`src/rtl/lome_pkg.sv`:
```
// ----------------------------------------------------------------------------
// lome_pkg
// Types and constants shared by the order matching engine.
// ----------------------------------------------------------------------------
package lome_pkg;

   localparam int NUM_ITEMS    = 10;
   localparam int BOOK_DEPTH   = 16;
   localparam int PRICE_WIDTH  = 16;
   localparam int QTY_WIDTH    = 16;
   localparam int TRADER_WIDTH = 8;

   localparam int ITEM_WIDTH   = 4;
   localparam int KIND_WIDTH   = 2;
   localparam int NUM_BOOKS    = 2 * NUM_ITEMS;
   localparam int BOOK_BITS    = $clog2(NUM_BOOKS);
   localparam int COUNT_BITS   = $clog2(BOOK_DEPTH + 1);
   localparam int MEM_DEPTH    = NUM_BOOKS * BOOK_DEPTH;
   localparam int ADDR_BITS    = $clog2(MEM_DEPTH);

   typedef logic [KIND_WIDTH-1:0] kind_type;
   localparam kind_type KIND_FILL = 2'd0;
   localparam kind_type KIND_DONE = 2'd1;
   localparam kind_type KIND_REJECT = 2'd2;

   typedef struct packed {
      logic                    side;
      logic [ITEM_WIDTH-1:0]   symbol;
      logic [PRICE_WIDTH-1:0]  limit_price;
      logic [QTY_WIDTH-1:0]    order_qty;
      logic [TRADER_WIDTH-1:0] account;
   } req_type;

   typedef struct packed {
      kind_type                result_kind;
      logic [TRADER_WIDTH-1:0] buyer_id;
      logic [TRADER_WIDTH-1:0] seller_id;
      logic [ITEM_WIDTH-1:0]   trade_item;
      logic [PRICE_WIDTH-1:0]  trade_price;
      logic [QTY_WIDTH-1:0]    trade_qty;
      logic                    last;
   } rsp_type;

   typedef struct packed {
      logic [PRICE_WIDTH-1:0]  price;
      logic [QTY_WIDTH-1:0]    qty;
      logic [TRADER_WIDTH-1:0] trader;
   } entry_type;

   typedef enum logic [3:0] {
      ST_IDLE,
      ST_MRD,
      ST_MWAIT,
      ST_MCHK,
      ST_MOUT,
      ST_CRD,
      ST_CWAIT,
      ST_CWR,
      ST_SCAN_RD,
      ST_SCAN_WAIT,
      ST_SCAN_CHK,
      ST_SHIFT_RD,
      ST_SHIFT_WAIT,
      ST_SHIFT_WR,
      ST_INS,
      ST_FINAL
   } state_type;

endpackage

```
`src/rtl/lome_ctrl.sv`:
```
// ----------------------------------------------------------------------------
// lome_ctrl
// Sequencer: matching walk, compaction, insertion scan and shift.
// ----------------------------------------------------------------------------
module lome_ctrl (
   input  logic                           clock,
   input  logic                           reset,
   input  logic                           req_valid,
   output logic                           req_ready,
   input  lome_pkg::req_type              req_data,
   output logic                           rsp_valid,
   input  logic                           rsp_ready,
   output lome_pkg::rsp_type              rsp_data,
   output logic                           ram_wr,
   output logic [lome_pkg::ADDR_BITS-1:0] ram_addr,
   output lome_pkg::entry_type            ram_wdata,
   input  lome_pkg::entry_type            ram_rdata
);
   import lome_pkg::*;

   state_type state_ff, state_in;
   logic [COUNT_BITS-1:0] count_ff [NUM_BOOKS];
   req_type   ord_ff;
   logic [QTY_WIDTH-1:0] qty_ff, qty_in;
   logic [COUNT_BITS-1:0] idx_ff, idx_in;     // walk / scan / shift index
   logic [COUNT_BITS-1:0] rem_ff, rem_in;     // removed entries
   logic [COUNT_BITS-1:0] cnt_ff, cnt_in;     // working count
   logic [COUNT_BITS-1:0] pos_ff, pos_in;
   logic      rej_ff, rej_in;                 // final beat reports a reject
   entry_type ent_ff, ent_in;
   rsp_type   out_ff, out_in;
   logic      out_valid_ff, out_valid_in;

   logic [BOOK_BITS-1:0] own_book, opp_book;
   logic item_bad;
   logic [QTY_WIDTH-1:0] fill;
   logic crosses, ahead;
   logic out_free;

   assign item_bad = ord_ff.symbol >= ITEM_WIDTH'(NUM_ITEMS);
   assign own_book = BOOK_BITS'(ord_ff.side ? NUM_ITEMS : 0)
                     + BOOK_BITS'(ord_ff.symbol);
   assign opp_book = BOOK_BITS'(ord_ff.side ? 0 : NUM_ITEMS)
                     + BOOK_BITS'(ord_ff.symbol);
   // resting entry is held in ent_ff while its fill beat waits
   assign fill  = (ent_ff.qty < qty_ff) ? ent_ff.qty : qty_ff;
   assign crosses = ord_ff.side ? (ram_rdata.price >= ord_ff.limit_price)
                                : (ram_rdata.price <= ord_ff.limit_price);
   assign ahead = ord_ff.side ? (ram_rdata.price > ord_ff.limit_price)
                              : (ram_rdata.price < ord_ff.limit_price);
   assign out_free = !out_valid_ff || rsp_ready;

   assign req_ready = (state_ff == ST_IDLE) && out_free;
   assign rsp_valid = out_valid_ff;
   assign rsp_data  = out_ff;

   function automatic logic [ADDR_BITS-1:0] addr_of(input logic [BOOK_BITS-1:0] b,
                                                    input logic [COUNT_BITS-1:0] i);
      return ADDR_BITS'(b) * ADDR_BITS'(BOOK_DEPTH) + ADDR_BITS'(i);
   endfunction

   // next state
   always_comb begin
      state_in = state_ff;
      unique case (state_ff)
         ST_IDLE: if (req_valid && req_ready) state_in = ST_MRD;
         ST_MRD: begin
            if (item_bad) state_in = ST_FINAL;
            else if (idx_ff >= count_ff[opp_book] || qty_ff == '0) state_in = ST_CRD;
            else state_in = ST_MWAIT;
         end
         ST_MWAIT: state_in = ST_MCHK;
         ST_MCHK:  state_in = crosses ? ST_MOUT : ST_CRD;
         ST_MOUT:  if (out_free) state_in = ST_MRD;
         ST_CRD: begin
            if (rem_ff == '0 || idx_ff >= cnt_ff) state_in = ST_SCAN_RD;
            else state_in = ST_CWAIT;
         end
         ST_CWAIT: state_in = ST_CWR;
         ST_CWR:   state_in = ST_CRD;
         ST_SCAN_RD: begin
            if (qty_ff == '0 || count_ff[own_book] >= COUNT_BITS'(BOOK_DEPTH))
               state_in = ST_FINAL;
            else if (idx_ff >= count_ff[own_book]) state_in = ST_SHIFT_RD;
            else state_in = ST_SCAN_WAIT;
         end
         ST_SCAN_WAIT: state_in = ST_SCAN_CHK;
         ST_SCAN_CHK:  state_in = ahead ? ST_SHIFT_RD : ST_SCAN_RD;
         ST_SHIFT_RD:  state_in = (idx_ff > pos_ff) ? ST_SHIFT_WAIT : ST_INS;
         ST_SHIFT_WAIT: state_in = ST_SHIFT_WR;
         ST_SHIFT_WR:  state_in = ST_SHIFT_RD;
         ST_INS:   state_in = ST_FINAL;
         ST_FINAL: if (out_free) state_in = ST_IDLE;
         default:  state_in = ST_IDLE;
      endcase
   end

   // datapath and outputs
   always_comb begin
      qty_in = qty_ff;
      idx_in = idx_ff;
      rem_in = rem_ff;
      cnt_in = cnt_ff;
      pos_in = pos_ff;
      rej_in = rej_ff;
      ent_in = ent_ff;
      out_in = out_ff;
      out_valid_in = out_valid_ff && !rsp_ready;
      ram_wr = 1'b0;
      ram_addr = addr_of(opp_book, idx_ff);
      ram_wdata = ent_ff;
      unique case (state_ff)
         ST_IDLE: begin
            qty_in = req_data.order_qty;
            idx_in = '0;
            rem_in = '0;
            rej_in = 1'b0;
         end
         ST_MRD: begin
            cnt_in = count_ff[opp_book];
            if (item_bad) rej_in = 1'b1;
            if (!(idx_ff < count_ff[opp_book] && qty_ff != '0)) idx_in = rem_ff;
         end
         ST_MCHK: begin
            if (crosses) ent_in = ram_rdata;
            else idx_in = rem_ff;
         end
         ST_MOUT: begin
            ram_wr = 1'b1;
            ram_wdata.qty = ent_ff.qty - fill;
            if (out_free) begin
               out_valid_in = 1'b1;
               out_in.result_kind = KIND_FILL;
               out_in.buyer_id  = ord_ff.side ? ent_ff.trader : ord_ff.account;
               out_in.seller_id = ord_ff.side ? ord_ff.account : ent_ff.trader;
               out_in.trade_item = ord_ff.symbol;
               out_in.trade_price = ent_ff.price;
               out_in.trade_qty = fill;
               out_in.last = 1'b0;
               qty_in = qty_ff - fill;
               if (ent_ff.qty == fill) rem_in = rem_ff + 1'b1;
               idx_in = idx_ff + 1'b1;
            end
         end
         ST_CRD: begin
            if (rem_ff == '0 || idx_ff >= cnt_ff) idx_in = '0;
         end
         ST_CWR: begin
            ram_addr = addr_of(opp_book, idx_ff - rem_ff);
            ram_wdata = ram_rdata;
            ram_wr = 1'b1;
            idx_in = idx_ff + 1'b1;
         end
         ST_SCAN_RD: begin
            ram_addr = addr_of(own_book, idx_ff);
            pos_in = idx_ff;
            if (qty_ff != '0 && count_ff[own_book] >= COUNT_BITS'(BOOK_DEPTH))
               rej_in = 1'b1;
         end
         ST_SCAN_WAIT: ram_addr = addr_of(own_book, idx_ff);
         ST_SCAN_CHK: begin
            ram_addr = addr_of(own_book, idx_ff);
            if (ahead) idx_in = count_ff[own_book];
            else idx_in = idx_ff + 1'b1;
         end
         ST_SHIFT_RD, ST_SHIFT_WAIT: ram_addr = addr_of(own_book, idx_ff - 1'b1);
         ST_SHIFT_WR: begin
            ram_addr = addr_of(own_book, idx_ff);
            ram_wdata = ram_rdata;
            ram_wr = 1'b1;
            idx_in = idx_ff - 1'b1;
         end
         ST_INS: begin
            ram_addr = addr_of(own_book, pos_ff);
            ram_wdata.price = ord_ff.limit_price;
            ram_wdata.qty = qty_ff;
            ram_wdata.trader = ord_ff.account;
            ram_wr = 1'b1;
         end
         ST_FINAL: begin
            if (out_free) begin
               out_valid_in = 1'b1;
               out_in.result_kind = rej_ff ? KIND_REJECT : KIND_DONE;
               out_in.buyer_id = '0;
               out_in.seller_id = '0;
               out_in.trade_item = ord_ff.symbol;
               out_in.trade_price = '0;
               out_in.trade_qty = qty_ff;
               out_in.last = 1'b1;
            end
         end
         default: ;
      endcase
   end

   always_ff @(posedge clock) begin
      if (reset) begin
         state_ff <= ST_IDLE;
         out_valid_ff <= 1'b0;
         for (int b = 0; b < NUM_BOOKS; b++) count_ff[b] <= '0;
      end else begin
         state_ff <= state_in;
         out_valid_ff <= out_valid_in;
         if (state_ff == ST_CRD && (rem_ff == '0 || idx_ff >= cnt_ff) && !item_bad)
            count_ff[opp_book] <= cnt_ff - rem_ff;
         if (state_ff == ST_INS)
            count_ff[own_book] <= count_ff[own_book] + 1'b1;
      end
      if (state_ff == ST_IDLE) ord_ff <= req_data;
      qty_ff <= qty_in;
      idx_ff <= idx_in;
      rem_ff <= rem_in;
      cnt_ff <= cnt_in;
      pos_ff <= pos_in;
      rej_ff <= rej_in;
      ent_ff <= ent_in;
      out_ff <= out_in;
   end
endmodule

```
`config.mk`:
```
export PLATFORM = sky130hd
export DESIGN_NAME = lome_ctrl
export DESIGN_NICKNAME = d
export VERILOG_FILES = /design/src/rtl/lome_pkg.sv /design/src/rtl/lome_ctrl.sv
export SDC_FILE = /design/constraint.sdc
export NUM_CORES = 1
export LEC_CHECK = 0
export ABC_CLOCK_PERIOD_IN_PS = 15000
export BUFFER_PORTS_ARGS = -buffer_cell sky130_fd_sc_hd__buf_2
export CORE_ASPECT_RATIO = 1.75
export CORE_MARGIN = 4
export CORE_UTILIZATION = 35
export DETAILED_ROUTE_END_ITERATION = 7
export HOLD_SLACK_MARGIN = 0.05
export PLACE_DENSITY_LB_ADDON = 0.12
export REMOVE_ABC_BUFFERS = 1
export SLEW_MARGIN = 0
export SYNTH_ARGS = -nofsm -noshare
export SYNTH_HDL_FRONTEND = slang
export SYNTH_SLANG_ARGS = --single-unit
```
`constraint.sdc`:
```
create_clock -name clock -period 15 [get_ports clock]
set_input_delay 0.75 -clock clock [delete_from_list [all_inputs] [get_ports clock]]
set_output_delay 0.75 -clock clock [all_outputs]
set_load 0.01 [all_outputs]
```
# Word level (Yosys, flattened, before mapping)
# Memories as Yosys holds them, arrays and structs flattened.
# Index checks and enable logic that the tools add are counted.
# totals
reg_bits	166
latch_bits	0
ram_bits	100
rom_bits	0
output_inout_bits	107
n_memories	1
# memory_table
memory	depth	word_bits	read_ports	rd_ports_with_merged_regs	write_ports	line	source
count_ff	20	5	2	0	20	lome_ctrl.sv:22	logic [COUNT_BITS-1:0] count_ff [NUM_BOOKS];
# op_classes
add_sub_neg	15
n_mul	0
div_mod_pow	0
magnitude_cmp	12
n_eq_ne	25
shift	0
mux	58
n_bitwise	0
reduce_logical	36
# ops
operator	count
2-to-1 mux 55 bit	2
one-hot mux 55 bit (2 select lines)	1
one-hot mux 16 bit (2 select lines)	2
one-hot mux 4 bit (16 select lines)	1
2-to-1 mux 5 bit	11
one-hot mux 16 bit (3 select lines)	1
adder 9 x 5 -> 9 bit	5
one-hot mux 5 bit (8 select lines)	1
one-hot mux 9 bit (4 select lines)	1
equality test 4 bit (second input constant)	8
less-than comparator 16 bit	2
2-to-1 mux 16 bit	2
subtractor 16 bit	2
2-to-1 mux 4 bit	7
2-to-1 mux 1 bit	18
equality test 16 bit	1
equality test 4 x 3 -> 1 bit (second input constant)	4
greater-or-equal comparator 16 bit	1
> comparator 16 bit	1
less-or-equal comparator 16 bit	1
logical NOT 16 bit	1
2-to-1 mux 8 bit	2
one-hot mux 8 bit (2 select lines)	1
nonzero test 16 bit	1
31 further kinds	69

# Longest topological paths before layout
# Gate-level depths: netlist (run 1).
# logic_depth
word_depth	10
mapped_depth	24

# Worst setup path after synthesis (run 1)
# No wires, ideal clock.
# synth_timing
path_type	register to output
start	register qty_ff[11]
end	output port ram_wdata[21] (netlist bit)
arrival_time_ps	5047
required_time_ps	14250
setup_slack_ps	9203
path_stages_with_launch	23
n_path_buf	3
cell_sequence	edfxtp_1 -> clkbuf_1 -> inv_1 -> ha_1 -> nand4_1 -> a211oi_1 -> a32oi_2 -> nand2_2 -> clkbuf_1 -> clkbuf_1 -> nor2_1 -> a21oi_1 -> ha_1 -> nor2b_1 -> o21ai_0 -> a311oi_1 -> and4_1 -> a2111oi_4 -> o211ai_1 -> a21o_1 -> nand2_1 -> mux2_1 -> o211ai_1
# synth_rtl
item	line	source
start: declaration	lome_ctrl.sv:24	logic [QTY_WIDTH-1:0] qty_ff, qty_in;
start signal: assignment	lome_ctrl.sv:210	qty_ff <= qty_in;
end: declaration	lome_ctrl.sv:16	output lome_pkg::entry_type ram_wdata,

==> flow_metrics.py, run 1 <==
metrics = {
    "finish": {
        "nets": 2021,
        "final.fill_count": 5352,
        "final_cell_count_no_fill": 2561,
        "area_growth_pct": 14.3,
        "drive_above_1_share_pct": 22.3,
    },
    "min_path": {
        "min-delay-start": "req_data[1]",
        "hold_end": "ord_ff[1]",
        "whs_path_depth": 1,
        "min_path_type": "input pin to flop",
    },
    "timing": {
        "setup_ws_ps": 7930,
        "clock_skew_ps": 34.1,
        "maxSlewViolCount": 0,
        "setup_viol": 0,
        "slew_headroom_pct": 26.0,
        "fin_crit_ps": 7070,
        "max_freq_mhz": 141,
        "whs_ps": 384,
        "finalHoldViolCount": 0,
        "rsz0062_at_grt": "false",
        "worstMarginPinSlew_ps": 1100,
        "final.period_utilization_pct": 47.1,
        "fin_setup_tns_ps": 0,
    },
    "job": {
        "drv_cap": 0,
    },
    "clock_network": {
        "numCtsBuffers": 35,
        "cts.repair.resized": 0,
        "clkTransAtPathRegs_ps": 60,
        "cts_hold_buffers": 0,
        "cts-root-buf": "clkbuf_16",
        "cts_htree_levels": 2,
        "clockBufferDepth": 3,
        "post_cts_buffers": 0,
        "clock_latency_ps": 540,
        "clock_sinks": 326,
        "cts_tree": "yes",
    },
    "power": {
        "power.density_nw_per_um2": 249,
        "p_sw_share_pct": 46.1,
        "peakVddDrop_v": 0.000158,
        "p_comb_share_pct": 59.5,
        "p_leak_nw": 8.51,
        "pwr-share-clk_pct": 14.6,
        "power.switching_w": 0.00258,
        "p_seq_share_pct": 25.8,
        "p_int_w": 0.00301,
    },
    "synthesis": {
        "ys_types": 77,
        "yosys_warnings": 0,
        "syn_area_per_cell_um2": 11.7,
        "yosysTopAreaCellShare_pct": 49.2,
        "ys_top_cells_by_area": "edfxtp_1, mux4_2, ha_1",
        "yosysSeqAreaShare_pct": 49.7,
        "synth-seq-cells": 326,
        "yosys.area.top_type": "edfxtp_1",
        "syn_area_um2": 19600,
        "synth_top_flop_cell": "edfxtp_1",
        "synth_edf_count": 321,
        "synth_cells": 1671,
        "async_reset_ff_share_pct": 0,
    },
    "critical_path": {
        "slowest_stage": "edfxtp_1",
        "critPathBufInv": 3,
        "crit_path_start_kind": "flop",
        "worstPathCellList": "inv_1, ha_1, a21oi_1, o21ai_0, a221o_1, nor2_4, buf_4, nand2_1, o21ai_0, ha_1, fa_1, a21boi_0, o31a_1, maj3_1, o21ai_0, o31a_1, nand4_1, a21o_1, a21oi_1, mux2i_1, a21oi_1, buf_2",
        "r2r_cells": 18,
        "worstSetupPathType": "flop to output pin",
        "r2r_slack_ps": 8810,
        "arrival_ps": 6320,
        "max_stage_delay_ps": 580,
        "cpLargestDelayFamily": "compound AO/OA/AOI/OAI gates",
        "crit_path_max_fanout": 46,
        "worstPathRequired_ps": 14250,
        "cp-end-kind": "output pin",
        "r2r_end": "qty_ff[15]",
        "rr_startpoint": "qty_ff[11]",
    },
    "place": {
        "place_inst": 2497,
        "gp_congestion": 0.954,
        "pre_cts_ws_ps": 8570,
        "portBuffers": 195,
        "hpwlAfterDp_mm": 51.4,
    },
    "detailed_routing": {
        "via_per_inst": 5.66,
        "ant_nets": 0,
        "vias": 14500,
        "drtIter0Drc": 872,
        "drc": 0,
        "dr.pass1.iters": 8,
        "routedWlPerCell_um": 26.3,
        "routed_wl_mm": 67.4,
    },
    "grt": {
        "grt_antenna_before_repair": 2,
        "grt_pass1_wl_mm": 99.9,
        "grt_pass1_vias": 15400,
        "grt_use_total_pct": 21.9,
        "grt_max_degree": 53,
        "grt_overflow": 0,
    },
    "floorplanning": {
        "core_area_um2": 55300,
        "die_w_um": 187,
        "num_rows": 114,
        "start_util_pct": 35.4,
        "pin_count": 196,
        "die_y_um": 321,
        "die-area_um2": 60000,
    },
    "status": {
        "status": "finished clean",
    },
}
-- power by group through the flow --
stage | combinational, W | sequential, W | clock [W]
6_report | 0.00333 | 0.00144 | 0.000817
5_1_grt | 0.00360 | 0.00146 | 0.000879
4_1_cts | 0.00336 | 0.00144 | 0.000845
3_5_place_dp | 0.00335 | 0.00146 | 0
3_3_place_gp | 0.00332 | 0.00145 | 0
2_1_floorplan | 0.00213 | 0.00150 | 0
-- layer usage --
layer	vias up	track usage, %	part of all wire (%)
li1	6654	-	-
met2	459	45.0	58
met4	0	11.0	5.6
met5	-	0	0
met3	149	2.64	3.7
met1	7231	21.0	33
-- cells in the mapped netlist (15+ instances only) --
| cell | number |
|---|---|
| nand3_1 | 30 |
| a221o_1 | 18 |
| inv_1 | 80 |
| o21ai_0 | 75 |
| nand2b_1 | 41 |
| ha_1 | 90 |
| edfxtp_1 | 321 |
| xor2_1 | 21 |
| a21oi_1 | 85 |
| mux2i_1 | 31 |
| nor2b_1 | 26 |
| nand2_1 | 130 |
| buf_2 | 15 |
| clkbuf_1 | 61 |
| xnor2_1 | 32 |
| and2_1 | 18 |
| mux4_2 | 100 |
| nor2_1 | 220 |
| nor3_1 | 32 |
-- through the flow --
step                      total power (W)  utilization, %  instance area (um^2)
after floorplan                   0.00363               -                 19200
after global placement            0.00478            38.6                 21400
after detailed placement          0.00481            38.6                 21400
after CTS                         0.00564            40.5                 22400
after global routing              0.00594            40.5                 22400
final                             0.00559            40.5                 22400
-- final cells by class --
class | count | area (um^2) | share of cell area [%]
sequential | 326 | 9740 | 43.5
multi-input combinational | 1165 | 9220 | 41.2
timing repair buffer | 226 | 1210 | 5.39
clock buffer | 42 | 902 | 4.03
tap | 696 | 871 | 3.89
inverter | 84 | 315 | 1.41
clock inverter | 19 | 140 | 0.625
antenna | 3 | 7.51 | 0.0335
-- sequential cells by signal, summed over array words and instances (netlist names), 4 cells and up --
name and count:
ent_ff 40, idx_ff 5, pos_ff 5, rem_ff 5
qty_ff 16, cnt_ff 5, ord_ff 29, count_ff 160
state_ff 4, rsp_data 55
-- worst register-to-register path: stages, from the launching register on --
cell       delay (ps)
edfxtp_1          580
inv_1             120
ha_1              340
a21oi_1           140
o21ai_0           160
a221oi_2          570
nand2_2           500
a21oi_1           560
ha_1              180
nor2b_1           220
a2111oi_0         110
o41a_1            470
o31ai_1           650
a2111oi_2         200
o31ai_1           580
a22oi_1           170
nand3b_1          150
mux2i_1           180
nor2_1             50
-- placed cells by master (no fill, tap or decap), types with 6 or more instances in the layout --
cell type,count
edfxtp_1,321
nor2_1,217
buf_2,195
nand2_1,128
mux4_2,100
ha_1,89
inv_1,80
a21oi_1,80
o21ai_0,75
nand2b_1,41
clkbuf_16,35
xnor2_1,32
mux2i_1,31
nor3_1,31
buf_4,31
nand3_1,30
nor2b_1,26
xor2_1,19
a221o_1,18
and2_1,17
a222oi_1,14
a22oi_1,14
a21o_1,13
a31oi_1,12
nand4_1,11
mux2_2,11
nor4_1,10
o22ai_1,9
o21a_1,9
clkinv_1,8
a211oi_1,7
o211ai_1,7
o31ai_1,7
clkbuf_1,7
maj3_1,6
or3_1,6
clkinv_2,6
-- cells by family after synthesis --
kind of cell	Yosys count	synth area share (%)
simple gates	549	12.8
flops	326	49.7
compound gates	317	10.9
buf+inv	180	3.72
mux	146	14.1
fa+ha+maj	100	6.46
xor+xnor	53	2.37
-- how the worst max path moves through the flow --
stage	depth (start not counted)	from	endpoint	slack (ps)
floorplan	7	ord_ff[40]	count_ff[20][1]	8480
global placement	22	qty_ff[11]	ram_wdata[22]	8600
detailed placement	22	qty_ff[11]	ram_wdata[22]	8570
CTS	22	qty_ff[11]	ram_wdata[22]	7960
global route	22	qty_ff[11]	ram_wdata[22]	7580
finish	22	qty_ff[11]	ram_wdata[22]	7930
Power figures use the tool's default switching activity.
==> inputs of run 2 (changes only) <==
Settings changed: ABC_CLOCK_PERIOD_IN_PS 15000 to 6400.
Clock period 15 ns to 6.4 ns, I/O delays scaled along.
==> run 2 against run 1 <==
- worst hold slack got worse by 290 ps
- largest power group unchanged
- combinational power is 140% higher
- register-to-register slack got worse by 7900 ps
- total power up 140%
- worst setup slack worse by 7600 ps
- clock-buffer cell count is the same
- critical path depth did not move
==> flow_metrics.py, run 2 (synthesis gave the netlist of run 1 again) <==
metrics = {
    "detailed_routing": {
        "routedWlPerCell_um": 25.8,
        "ant_nets": 0,
        "via_per_inst": 5.67,
        "routed_wl_mm": 68.2,
        "met1_length_mm": 22.3,
        "vias": 15000,
        "met2_wirelength_mm": 39.3,
        "dr_wl_met3_mm": 2.55,
        "top_layer_used": "met4",
        "drc": 0,
        "drtIter0Drc": 946,
        "dr.pass1.iters": 5,
    },
    "floorplanning": {
        "die-area_um2": 60000,
        "pin_count": 196,
        "num_rows": 114,
        "die_y_um": 321,
        "die_w_um": 187,
        "core_area_um2": 55300,
        "start_util_pct": 35.4,
    },
    "critical_path": {
        "worstPathCellList": "buf_4, inv_1, ha_1, o21ai_0, a211oi_1, a32o_1, nor2_4, nand2_1, o21ai_1, ha_1, fa_1, a21boi_0, o31a_1, maj3_1, o21ai_0, o31a_1, nand4_1, a21o_1, a21oi_1, mux2i_1, a21oi_1, buf_2",
        "slowest_stage": "o21ai_0",
        "worstSetupPathType": "flop to output pin",
        "worstPathRequired_ps": 6080,
        "crit_path_max_fanout": 14,
        "arrival_ps": 5780,
        "cp-end-kind": "output pin",
        "max_stage_delay_ps": 480,
        "crit_path_start_kind": "flop",
    },
    "grt": {
        "grt_max_degree": 63,
        "grt_pass1_wl_mm": 101,
        "grt_use_total_pct": 22.2,
        "grt_antenna_before_repair": 1,
        "grt_pass1_vias": 15600,
        "grt_overflow": 0,
    },
    "clock_network": {
        "cts-root-buf": "clkbuf_16",
        "clockBufferDepth": 3,
        "cts_htree_levels": 2,
        "numCtsBuffers": 35,
        "clock_sinks": 326,
        "clkTransAtPathRegs_ps": 60,
        "clock_latency_ps": 550,
        "cts_tree": "yes",
    },
    "place": {
        "hpwlAfterDp_mm": 52.4,
        "portBuffers": 195,
        "gp_congestion": 0.934,
    },
    "finish": {
        "area.sequential_um2": 9740,
        "final_util_pct": 42.3,
        "nets": 2108,
        "multi_input_area_um2": 9220,
        "final_common_cell": "edfxtp_1",
        "top_register": "count_ff",
        "final_cell_mix": "edfxtp_1, nor2_1, buf_2",
        "final.fill_count": 5242,
        "area_growth_pct": 19.4,
        "drive_above_1_share_pct": 22.3,
        "largest_reg_flops": 160,
    },
    "timing": {
        "whs_ps": 89.4,
        "maxSlewViolCount": 0,
        "max_freq_mhz": 164,
        "slew_headroom_pct": 24.7,
        "clock_skew_ps": 26.5,
        "setup_viol": 0,
        "worstMarginPinSlew_ps": 1120,
        "final.period_utilization_pct": 95.4,
        "rsz0062_at_grt": "false",
        "finalHoldViolCount": 0,
        "fin_crit_ps": 6100,
    },
    "power": {
        "peakVddDrop_v": 0.000403,
        "power.density_nw_per_um2": 578,
        "p_leak_nw": 8.95,
    },
    "job": {
        "drv_cap": 0,
    },
    "min_path": {
        "min_path_type": "input pin to flop",
    },
    "status": {
        "status": "finished clean",
    },
}
-- run 2: worst max-delay path, delay by kind of cell, from the launching register on --
kind	cells	cell delay, ps
AO/OA/AOI/OAI	11	2650
adder cells (fa/ha/maj)	4	1190
buffers and inverters	3	450
flip-flops	1	320
multiplexers	1	210
AND/OR/NAND/NOR	3	420
-- run 2: power breakdown --
group | switching [W] | internal (W) | total (W)
logic | 0.00493 | 0.00307 | 0.00800
clock network | 0.000888 | 0.00128 | 0.00217
registers | 0.000319 | 0.00304 | 0.00336
-- run 2: cell type report --
type                    count  share of cell area (%)
well taps                 696                    3.72
diodes                      1                  0.0107
clock buffers              42                    3.95
clock inverters            18                    1.15
flip-flops and latches    326                    41.6
inverters                  84                    1.35
repair buffers            313                    8.81
multi-input cells        1165                    39.4
-- run 2: timing repair --
action / CTS / global route
endpoints found under the setup margin: 0 / 3
resized for setup: 0 / 2
setup buffers: 0 / 0
hold endpoints to repair: 75 / 0
hold buffers: 75 / 0
-- run 2: routing by layer --
metal | up-vias | GRT usage, %
met4 | 0 | 12.2
met5 | - | 0
li1 | 6841 | -
met1 | 7516 | 21.4
met3 | 158 | 2.60
met2 | 490 | 45.0
-- run 2: per-stage QoR --
stage | total power (W) | instance area [um^2] | cells | setup TNS (ps) | setup WS, ps
floorplan | 0.00851 | 19200 | 1575 | -2440 | -123
global placement | 0.0113 | 21500 | 2509 | 0 | 928
detailed placement | 0.0113 | 21500 | 2509 | 0 | 815
CTS | 0.0136 | 23400 | 2644 | 0 | 212
global route | 0.0143 | 23400 | 2645 | 0 | 28.6
finish | 0.0135 | 23400 | 2645 | 0 | 295
-- run 2: path summary, 6_finish.rpt --
kind	from	to	slack, ps	depth (start not counted)
hold / removal	req_data[22]	qty_ff[14]	90	3
hold reg to reg	rej_ff	rsp_data[53]	540	1
setup reg to reg	qty_ff[2]	qty_ff[15]	890	20
setup / recovery	qty_ff[2]	ram_wdata[22]	300	22
==> inputs of run 3 (changes only) <==
Settings changed: CORE_MARGIN 4 to not set.
==> run 3 against run 2 <==
- register-to-register slack got worse by 180 ps
- sequential cell count unchanged
- first-iteration DRC count increased by 6.3%
- worst setup slack got worse by 84 ps
- critical path depth decreased by 3
- routed wire length increased by 0.16%
- sequential share of layout area increased by 0.13 points
- global-route usage increased by 1.8 points
- final cell count about the same
- worst hold slack got worse by 12 ps
- total power decreased by 0.81%
- sequential power about the same
- critical endpoint is now ram_wdata[21]
- largest power group unchanged
==> flow_metrics.py, run 3 (synthesis gave the netlist of run 1 again) <==
metrics = {
    "status": {
        "status": "finished clean",
    },
    "critical_path": {
        "worstSetupPathType": "flop to output pin",
        "crit_path_max_fanout": 6,
        "worstPathCellList": "inv_1, ha_1, nand4_1, inv_1, a221oi_2, nand2_2, a21oi_1, ha_1, nor2b_1, o21ai_0, a311oi_1, and4_1, a2111oi_4, o211ai_1, a21o_1, nand2_1, mux2_1, o211ai_1, buf_2",
        "slowest_stage": "a221oi_2",
        "arrival_ps": 5870,
        "cpLargestDelayFamily": "compound AO/OA/AOI/OAI gates",
        "critPathBufInv": 3,
        "crit_path_start_kind": "flop",
        "worstPathRequired_ps": 6080,
        "max_stage_delay_ps": 600,
        "cp-end-kind": "output pin",
        "rr_startpoint": "qty_ff[13]",
        "crit_start": "qty_ff[13]",
    },
    "floorplanning": {
        "die_w_um": 181,
        "num_rows": 114,
        "core_area_um2": 55300,
        "die-area_um2": 57000,
        "die_y_um": 315,
        "start_util_pct": 35.4,
        "pin_count": 196,
    },
    "timing": {
        "maxSlewViolCount": 0,
        "fin_crit_ps": 6190,
        "slew_headroom_pct": 19.3,
        "worstMarginPinSlew_ps": 1200,
        "finalHoldViolCount": 0,
        "rsz0062_at_grt": "false",
        "max_freq_mhz": 162,
        "final.period_utilization_pct": 96.7,
        "whs_ps": 77.7,
        "setup_viol": 0,
        "clock_skew_ps": 25.6,
    },
    "clock_network": {
        "clockBufferDepth": 3,
        "clock_sinks": 326,
        "cts_htree_levels": 2,
        "cts_tree": "yes",
        "clkTransAtPathRegs_ps": 60,
        "numCtsBuffers": 35,
        "clock_latency_ps": 540,
        "cts-root-buf": "clkbuf_16",
    },
    "finish": {
        "largest_reg_flops": 160,
        "multi_input_area_um2": 9230,
        "final_common_cell": "edfxtp_1",
        "area_growth_pct": 19.1,
        "final.fill_count": 5322,
        "top_register": "count_ff",
        "area.sequential_um2": 9740,
        "final_cell_mix": "edfxtp_1, nor2_1, buf_2",
        "nets": 2108,
        "diodes": 0,
        "drive_above_1_share_pct": 22.7,
    },
    "place": {
        "gp_congestion": 0.981,
        "hpwlAfterDp_mm": 52.4,
        "portBuffers": 195,
    },
    "detailed_routing": {
        "dr.pass1.iters": 6,
        "via_per_inst": 5.63,
        "routed_wl_mm": 68.4,
        "drc": 0,
        "routedWlPerCell_um": 25.8,
        "ant_nets": 0,
        "drtIter0Drc": 1006,
        "vias": 14900,
    },
    "grt": {
        "grt_use_total_pct": 24.0,
        "grt_overflow": 0,
        "grt_pass1_vias": 15600,
        "grt_max_degree": 67,
        "grt_pass1_wl_mm": 101,
        "grt_antenna_before_repair": 0,
    },
    "min_path": {
        "min_path_type": "input pin to flop",
        "min-delay-start": "ram_rdata[25]",
    },
    "power": {
        "power.density_nw_per_um2": 575,
        "peakVddDrop_v": 0.000304,
        "p_leak_nw": 8.93,
        "power_w": 0.0134,
    },
    "job": {
        "drv_cap": 0,
    },
}
[run 3: cell count changes in the layout (fill, tap and decap cells not counted), sizes merged]
cell / previous run / this run
dlygate4sd3: 75 / 68
buf: 238 / 245
inv: 85 / 86
clkinvlp: 1 / 2
clkinv: 10 / 15
clkbuf: 42 / 41
diode: 1 / 0
bufinv: 6 / 3
[run 3: what timing repair did]
action	CTS	global route
hold buffers	68	0
setup endpoints to repair	0	4
gates resized for setup	0	3
hold endpoints to repair	68	0
buffers inserted	0	3
[run 3: power breakdown]
part / leakage, nW / switching [W] / internal, W
sequential: 3.13 / 0.000303 / 0.00304
clock: 0.551 / 0.000897 / 0.00116
combinational: 5.25 / 0.00492 / 0.00309
total: 8.93 / 0.00612 / 0.00729
[run 3: path summary, 6_finish.rpt]
kind | end | slack, ps | cells past startpoint
max reg2reg | qty_ff[15] | 710 | 19
min reg2reg | rsp_data[21] | 560 | 1
max | ram_wdata[21] | 210 | 19
min | ent_ff[25] | 80 | 1
[run 3: area by class of cell]
class / count / share of cell area (%)
flip-flops and latches: 326 / 41.7
multi-input cells: 1165 / 39.5
inverters: 84 / 1.35
well taps: 696 / 3.73
clock buffers: 41 / 3.94
clock inverters: 22 / 0.885
repair buffers: 313 / 8.82
[run 3: layer usage]
| layer | track usage, % | up-vias | part of all wire (%) |
|---|---|---|---|
| met2 | 49.4 | 483 | 58 |
| met1 | 22.7 | 7452 | 33 |
| met5 | 0 | - | 0 |
| li1 | - | 6829 | - |
| met4 | 13.2 | 0 | 5.7 |
| met3 | 2.23 | 135 | 3.3 |
[run 3: through the flow]
stage | cell area [um^2] | TNS [ps] | util, % | instances | setup slack [ps]
after CTS | 23300 | 0 | 42.1 | 2644 | 78.8
after global routing | 23300 | 0 | 42.2 | 2647 | 5.82
after detailed placement | 21500 | 0 | 38.8 | 2513 | 661
after global placement | 21500 | 0 | 38.8 | 2513 | 779
after floorplan | 19200 | -2440 | - | 1575 | -123
final | 23300 | 0 | 42.2 | 2647 | 211
[run 3: worst reg2reg max path: stages, from the launching register on]
cell       delay [ps]
edfxtp_1          460
inv_1              90
ha_1              330
nand4_1           290
inv_1             130
a221oi_2          600
nand2_2           210
a21oi_1           450
ha_1              310
nor2b_1           180
a2111oi_0         450
o41a_1            260
o31ai_1            70
buf_4             180
a2111oi_2         550
o31ai_1           240
a22oi_1           260
nand3b_1          150
mux2i_1           170
nor2_1             50
